`src/hw/rtl/lrucc_pkg.sv`:
```
`timescale 1ns / 1ps

package lrucc_pkg;

  localparam int unsigned MaxEntriesDefault = 32;
  localparam int unsigned KeyWidth          = 64;
  localparam int unsigned CfgWidth          = 6;
  localparam int unsigned CostWidth         = 3;
  localparam int unsigned TotalWidth        = 32;

  localparam logic [CostWidth-1:0] HIT_COST  = 3'd1;
  localparam logic [CostWidth-1:0] MISS_COST = 3'd5;

  typedef enum logic [3:0] {
    ST_IDLE = 4'b0001,
    ST_LOOK = 4'b0010,
    ST_UPD  = 4'b0100,
    ST_HOLD = 4'b1000
  } state_e;

  typedef enum logic [1:0] {
    TGT_HIT     = 2'd0,
    TGT_INSERT  = 2'd1,
    TGT_REPLACE = 2'd2
  } tgt_e;

  typedef struct packed {
    logic cmp_en;
    logic upd_en;
    tgt_e tgt;
  } cmd_t;

  function automatic logic [KeyWidth-1:0] fold_key(input logic [KeyWidth-1:0] k);
    logic [KeyWidth-1:0] r;
    logic [7:0]          c;
    r = '0;
    for (int b = 0; b < KeyWidth / 8; b++) begin
      c = k[8*b +: 8];
      if (c >= 8'h41 && c <= 8'h5a) begin
        c = c + 8'h20;
      end
      r[8*b +: 8] = c;
    end
    return r;
  endfunction

endpackage

```
`src/hw/rtl/lrucc_cell.sv`:
```
`timescale 1ns / 1ps

module lrucc_cell #(
  parameter int unsigned IDX = 0,
  parameter int unsigned OW  = 6,
  parameter int unsigned RW  = 5
) (
  input  logic                         clk_i,
  input  logic                         rst_ni,
  input  logic [lrucc_pkg::KeyWidth-1:0] key_i,
  input  lrucc_pkg::cmd_t              cmd_i,
  input  logic [OW-1:0]                occ_i,
  input  logic [RW-1:0]                limit_i,
  input  logic                         hit_i,
  input  logic [RW-1:0]                rank_i,
  output logic                         hit_o,
  output logic [RW-1:0]                rank_o
);
  import lrucc_pkg::*;

  logic                valid_q, valid_d;
  logic [RW-1:0]       rank_q, rank_d;
  logic                match_q, match_d;
  logic [KeyWidth-1:0] key_q;
  logic                target;
  logic                write_key;

  assign hit_o  = hit_i | match_q;
  assign rank_o = rank_i | (match_q ? rank_q : '0);

  always_comb begin
    unique case (cmd_i.tgt)
      TGT_HIT:     target = match_q;
      TGT_INSERT:  target = (occ_i == OW'(IDX));
      TGT_REPLACE: target = valid_q && (rank_q == limit_i);
      default:     target = 1'b0;
    endcase
  end

  assign write_key = cmd_i.upd_en && target && (cmd_i.tgt != TGT_HIT);

  always_comb begin
    valid_d = valid_q;
    rank_d  = rank_q;
    match_d = match_q;
    if (cmd_i.cmp_en) begin
      match_d = valid_q && (key_q == key_i);
    end
    if (cmd_i.upd_en) begin
      if (target) begin
        valid_d = 1'b1;
        rank_d  = '0;
      end else if (valid_q && ((cmd_i.tgt == TGT_INSERT) || (rank_q < limit_i))) begin
        rank_d = rank_q + RW'(1);
      end
    end
  end

  always_ff @(posedge clk_i or negedge rst_ni) begin
    if (!rst_ni) begin
      valid_q <= 1'b0;
      rank_q  <= '0;
      match_q <= 1'b0;
    end else begin
      valid_q <= valid_d;
      rank_q  <= rank_d;
      match_q <= match_d;
    end
  end

  always_ff @(posedge clk_i) begin
    if (write_key) begin
      key_q <= key_i;
    end
  end

endmodule

```
`src/hw/rtl/lru_cache_hit_cost_counter_top.sv`:
```
`timescale 1ns / 1ps

// Fully associative LRU cache with access cost accounting.
// The input channel (in_valid_i/in_ready_o) carries one access key per
// transaction; letters A to Z are folded to lower case before the lookup.
// The output channel (out_valid_o/out_ready_i) returns one result per access:
// the hit flag, the cost of the access and the saturating running total.
// The configuration channel (cfg_valid_i/cfg_ready_o) writes the cache size
// and is always ready; it should be written only while the block is idle.
// Each stored entry lives in one cell of a row; the cells compare the key in
// the cycle after acceptance and update their recency ranks in the next; the
// result then goes to the output register. A new key is taken only in the
// idle step, after the last access has passed its compare and update steps.
// A result that the receiver stalls waits in the output register while the
// next access is accepted; the next result then waits until that one is taken.
// Reset empties the cache, clears the total and sets the size to zero.
module lru_cache_hit_cost_counter_top #(
  parameter int unsigned MAX_ENTRIES = lrucc_pkg::MaxEntriesDefault
) (
  input  logic                            clk_i,
  input  logic                            rst_ni,
  input  logic                            cfg_valid_i,
  output logic                            cfg_ready_o,
  input  logic [lrucc_pkg::CfgWidth-1:0]  cfg_data_i,
  input  logic                            in_valid_i,
  output logic                            in_ready_o,
  input  logic [lrucc_pkg::KeyWidth-1:0]  key_text_i,
  output logic                            out_valid_o,
  input  logic                            out_ready_i,
  output logic                            hit_o,
  output logic [lrucc_pkg::CostWidth-1:0] access_cost_o,
  output logic [lrucc_pkg::TotalWidth-1:0] total_cost_o
);
  import lrucc_pkg::*;

  localparam int unsigned OW = $clog2(MAX_ENTRIES + 1);
  localparam int unsigned RW = (MAX_ENTRIES > 1) ? $clog2(MAX_ENTRIES) : 1;
  localparam int unsigned CW = (OW > CfgWidth) ? OW : CfgWidth;

  state_e                state_q, state_d;
  logic [CfgWidth-1:0]   size_cfg_q;
  logic [KeyWidth-1:0]   key_q;
  logic [OW-1:0]         occ_q, occ_d;
  logic [TotalWidth-1:0] total_q, total_d;
  logic                  pend_hit_q, pend_hit_d;
  logic                  out_valid_q, out_valid_d;
  logic                  out_hit_q;
  logic [TotalWidth-1:0] out_total_q;
  logic                  load_out;

  cmd_t                  cmd;
  logic [RW-1:0]         limit;
  logic [CW-1:0]         size_w;
  logic [CW-1:0]         occ_w;
  logic [TotalWidth:0]   sum;
  logic [CostWidth-1:0]  cost;
  logic                  hit_c  [0:MAX_ENTRIES];
  logic [RW-1:0]         rank_c [0:MAX_ENTRIES];

  assign cfg_ready_o = 1'b1;
  assign in_ready_o  = (state_q == ST_IDLE);

  assign size_w = (CW'(size_cfg_q) > CW'(MAX_ENTRIES)) ? CW'(MAX_ENTRIES) : CW'(size_cfg_q);
  assign occ_w  = CW'(occ_q);

  assign hit_c[0]  = 1'b0;
  assign rank_c[0] = '0;

  for (genvar i = 0; i < MAX_ENTRIES; i++) begin : g_cell
    lrucc_cell #(
      .IDX (i),
      .OW  (OW),
      .RW  (RW)
    ) u_cell (
      .clk_i   (clk_i),
      .rst_ni  (rst_ni),
      .key_i   (key_q),
      .cmd_i   (cmd),
      .occ_i   (occ_q),
      .limit_i (limit),
      .hit_i   (hit_c[i]),
      .rank_i  (rank_c[i]),
      .hit_o   (hit_c[i+1]),
      .rank_o  (rank_c[i+1])
    );
  end

  always_comb begin
    cmd.cmp_en = (state_q == ST_LOOK);
    cmd.upd_en = 1'b0;
    cmd.tgt    = TGT_HIT;
    limit      = rank_c[MAX_ENTRIES];
    occ_d      = occ_q;
    pend_hit_d = pend_hit_q;
    if (state_q == ST_UPD) begin
      pend_hit_d = 1'b0;
      if (size_w != '0) begin
        cmd.upd_en = 1'b1;
        if (hit_c[MAX_ENTRIES]) begin
          pend_hit_d = 1'b1;
        end else if (occ_w < size_w) begin
          cmd.tgt = TGT_INSERT;
          occ_d   = occ_q + OW'(1);
        end else begin
          cmd.tgt = TGT_REPLACE;
          limit   = RW'(occ_q - OW'(1));
        end
      end
    end
  end

  assign cost    = pend_hit_d ? HIT_COST : MISS_COST;
  assign sum     = {1'b0, total_q} + (TotalWidth + 1)'(cost);
  assign total_d = sum[TotalWidth] ? '1 : sum[TotalWidth-1:0];

  always_comb begin
    state_d     = state_q;
    load_out    = 1'b0;
    out_valid_d = out_valid_q;
    if (out_valid_q && out_ready_i) begin
      out_valid_d = 1'b0;
    end
    unique case (state_q)
      ST_IDLE: begin
        if (in_valid_i) begin
          state_d = ST_LOOK;
        end
      end
      ST_LOOK: state_d = ST_UPD;
      ST_UPD: begin
        if (!out_valid_q || out_ready_i) begin
          load_out    = 1'b1;
          out_valid_d = 1'b1;
          state_d     = ST_IDLE;
        end else begin
          state_d = ST_HOLD;
        end
      end
      ST_HOLD: begin
        if (out_ready_i) begin
          load_out    = 1'b1;
          out_valid_d = 1'b1;
          state_d     = ST_IDLE;
        end
      end
      default: state_d = ST_IDLE;
    endcase
  end

  always_ff @(posedge clk_i or negedge rst_ni) begin
    if (!rst_ni) begin
      state_q     <= ST_IDLE;
      size_cfg_q  <= '0;
      occ_q       <= '0;
      total_q     <= '0;
      out_valid_q <= 1'b0;
    end else begin
      state_q     <= state_d;
      occ_q       <= occ_d;
      out_valid_q <= out_valid_d;
      if (cfg_valid_i) begin
        size_cfg_q <= cfg_data_i;
      end
      if (state_q == ST_UPD) begin
        total_q <= total_d;
      end
    end
  end

  always_ff @(posedge clk_i) begin
    if (in_valid_i && in_ready_o) begin
      key_q <= fold_key(key_text_i);
    end
    if (state_q == ST_UPD) begin
      pend_hit_q <= pend_hit_d;
    end
    if (load_out) begin
      out_hit_q   <= (state_q == ST_UPD) ? pend_hit_d : pend_hit_q;
      out_total_q <= (state_q == ST_UPD) ? total_d : total_q;
    end
  end

  assign out_valid_o   = out_valid_q;
  assign hit_o         = out_hit_q;
  assign access_cost_o = out_hit_q ? HIT_COST : MISS_COST;
  assign total_cost_o  = out_total_q;

endmodule

```
`config.mk`:
```
export PLATFORM = sky130hd
export DESIGN_NAME = lru_cache_hit_cost_counter_top
export DESIGN_NICKNAME = d
export VERILOG_FILES = /design/src/hw/rtl/lrucc_pkg.sv /design/src/hw/rtl/lrucc_cell.sv /design/src/hw/rtl/lru_cache_hit_cost_counter_top.sv
export SDC_FILE = /design/constraint.sdc
export NUM_CORES = 2
export LEC_CHECK = 0
export ABC_AREA = 0
export BUFFER_PORTS_ARGS = -buffer_cell sky130_fd_sc_hd__clkbuf_2
export CAP_MARGIN = 20
export CORE_UTILIZATION = 35
export DETAILED_ROUTE_END_ITERATION = 7
export PLACE_DENSITY_LB_ADDON = 0.2
export RECOVER_POWER = 100
export REMOVE_ABC_BUFFERS = 1
export SETUP_SLACK_MARGIN = 0.3
export SYNTH_ARGS = -nofsm -noshare
export SYNTH_HDL_FRONTEND = slang
export SYNTH_HIERARCHICAL = 1
export SYNTH_SLANG_ARGS = --single-unit
```
`constraint.sdc`:
```
create_clock -name clk_i -period 17.08 [get_ports clk_i]
set_clock_uncertainty 0.1 [all_clocks]
set_input_delay 0.854 -clock clk_i [delete_from_list [all_inputs] [get_ports clk_i]]
set_output_delay 0.854 -clock clk_i [all_outputs]
set_load 0.02 [all_outputs]
```
==> impl_results.md <==
* First drt pass iteration count at 8
* Via/cell ratio at 5.10
* Layout cell share with drive strength beyond 1 at 9.41%
* R2R setup slack at 2.07 ns
* Most frequent cell after synthesis: edfxtp_1
* Final Hold Vio Count at 0
* Worst-Skew Late Latency at 0.87 ns
* Compound-gate portion of the synthesized area at 6.06%
* I/O pin count at 114
* Failing checks: DRC, capacitance limit, slew limit
* Commonest cells post-synth: edfxtp_1 (2,145), xnor2_1 (1,359), xor2_1 (659)
* H-tree levels at 5
* Worst-path clk slew at 0.06 ns
* Num Clock Sinks at 2,419
* PwrDens at 120 mW/mm²
* Startpoint Class: flip-flop
* Max-Cap Viols at 161
* Total power at 0.0150 W
* Root Driver: clkbuf_16
* Cell taking the most area after synthesis: edfxtp_1
* CTS tree: yes
* PostCTS Resize Cnt at 0
* Synth warn at 6
* Fmax at 66.6 MHz
* Dpl hpwl at 173 mm
* Main combinational cell family by area after synthesis: XOR/XNOR gates
* Initial core utilization at 35.2%
* Max VDD drop at 0.0000677 V
* Number of global-route vias before repair at 62,689
* Largest cells by area after synthesis: edfxtp_1 (59%), xnor2_1 (11%), dfrtp_1 (6.2%), xor2_1 (5.3%), ha_1 (2.4%)
* Number of flops mapped to enable cells by yosys at 2,145
* Largest net degree at the start of global routing at 84
* Ys async rst share at 11.3%
* Slew HR at -262%
* First-pass GRT wire length at 420 mm
* Min Hold Slack at 0.151 ns
* Top delay family on crit path: simple AND/OR/NAND/NOR gates
* Crit Path Max Fanout at 64
* Register area share after synthesis at 64.9%
* Slew Viols, Final at 5,983
* Avg Inst Size Synth at 15.2 µm²
* Routability Congestion at 0.804
* Setup violators final at 0
* Netlist cell types at 88
* Setup TNS at 0 ns
* Synth Area in Adders at 2.38%
* RSZ-0062 raised after global routing: false
* CP max stage cell: and3b_1
* Crit path buf inv count at 2
* CTS Buffer Depth at 4
* 1st-iter DRT viols at 4,456
* Total track usage at 17.7%
* TritonCTS Buffers at 279
* Grt total ovfl at 0
* # fillers at 28,906
* Period utilization at 87.9%
* Die height at 562 µm
* Core ar. at 0.312 mm²
* Post-synthesis cell area at 0.110 mm²
* Initial antenna violation count at 9
* Worst Hold Class: input pin to flip-flop
* Post-synthesis mux area share at 0.424%
* Wire length per cell at 23.3 µm
* Synth top area share at 58.7%
* Synth Area in Simple Gates at 8.57%
* XOR/XNOR share of the synthesized area at 16.1%
* Worst path required time at 17.40 ns
* Layout area overhead at 13.3%
* DIE AREA at 0.316 mm²
* Horiz. Die Dim at 562 µm
* Critical Path Max Stage Delay at 1.86 ns
* Via count at 61,980
* Seq cells post-synth at 2,419
* Pleak at 42.0 nW
* ANT nets after route at 0
* Post-layout min period at 15.01 ns
* Mapped Cells at 7,232
* Most used cell, CP: or2_2
* Arr. time, crit path at 15.33 ns
* CP Capture Type: flip-flop
* DRC viols at 4
* Port Buffer Count at 110
* CP Class: flip-flop to flip-flop
* Rows at 205
* Status: finished with violations
* Worst-Margin Slew at 5.43 ns
* Total Wirelength at 283 mm
* Final Net Count at 8,082
* Synth Flop Type: edfxtp_1
[cell families (layout without fill, tap and decap cells)]
| group | Yosys count | count (layout) |
|---|---|---|
| xor+xnor | 2018 | 2018 |
| other cells | 2 | 13 |
| simple gates | 1448 | 1448 |
| flops | 2419 | 2419 |
| buf+inv | 430 | 1195 |
| fa+ha+maj | 209 | 209 |
| compound gates | 668 | 668 |
| mux | 38 | 38 |
[registers in the layout, summed over array words and instances, names as in the netlist]
| signal | count |
|---|---|
| out_valid_o | 1 |
| hit_o | 1 |
| g_cell.u_cell/rank_q | 160 |
| g_cell.u_cell/key_q | 2048 |
| total_cost_o | 32 |
| g_cell.u_cell/match_q | 32 |
| key_q | 64 |
| g_cell.u_cell/valid_q | 32 |
| state_q | 4 |
| pend_hit_q | 1 |
| total_q | 32 |
| occ_q | 6 |
| size_cfg_q | 6 |
[worst register-to-register path: cells and delay by family, from the launching register on]
kind,cells,cell delay [ns]
and+or+nand+nor,37,11.47
buffers and inverters,2,2.12
DFF,1,0.46
AOI/OAI and AO/OA,2,0.34
[layout by cell type (no fill, tap or decap), types with 105 or more instances in the layout]
cell / instances
clkbuf_1: 292
a21o_1: 202
nor4_1: 263
ha_1: 209
nand3_1: 105
nand2_1: 179
dfrtp_1: 270
xnor2_1: 1359
nand4_1: 405
inv_1: 386
clkbuf_16: 286
edfxtp_1: 2145
xor2_1: 659
[worst paths after layout]
check / start / endpoint / depth (start not counted)
worst max-delay path: g_cell[0].u_cell/match_q / g_cell[19].u_cell/key_q[44] / 41
worst min-delay path: out_ready_i / state_q[3] / 2
worst max register to register: g_cell[0].u_cell/match_q / g_cell[19].u_cell/key_q[44] / 41
worst min register to register: state_q[2] / state_q[2] / 1
max in group asynchronous: rst_ni / g_cell[18].u_cell/rank_q[4] / 4
min in group asynchronous: rst_ni / g_cell[28].u_cell/valid_q / 2
[final cells by class]
class                      instances  area [µm²]  area share, %
inverter                         387        1460           1.17
multi-input combinational       4390       36600           29.4
clock buffer                     356        7470           6.00
tap                             4140        5180           4.16
timing repair buffer             321        1440           1.15
clock inverter                   131        1010          0.813
sequential                      2419       71300           57.3
antenna                            4        10.0        0.00804
[repair_timing]
action | in CTS | in global routing
hold buffers | 1 | 0
endpoints found under the hold margin | 59 | 0
setup buffers | 0 | 0
[where the power goes]
part	total, W	internal, W	switching [W]
registers	0.00688	0.00681	0.0000722
clock network	0.00562	0.00324	0.00238
logic	0.00247	0.000787	0.00168
[through the flow]
| stage | instances | instance area (µm²) | worst slack (ns) | util, % |
|---|---|---|---|---|
| 2_1_floorplan | 7196 | 110000 | 0.688 | - |
| 3_3_place_gp | 11649 | 117000 | 3.13 | 37.7 |
| 3_5_place_dp | 11652 | 117000 | 3.21 | 37.7 |
| 4_1_cts | 12140 | 126000 | 3.23 | 40.4 |
| 5_1_grt | 12145 | 124000 | 1.45 | 39.9 |
| 6_report | 12148 | 124000 | 2.07 | 39.9 |
[layer usage]
metal	track usage, %	wire [µm]	up-vias
met3	2.35	11800	370
met2	30.1	137000	1226
li1	-	-	28334
met5	0	13	-
met1	24.1	129000	32048
met4	3.70	4960	2
No activity file was read; power rests on OpenSTA's default activity.
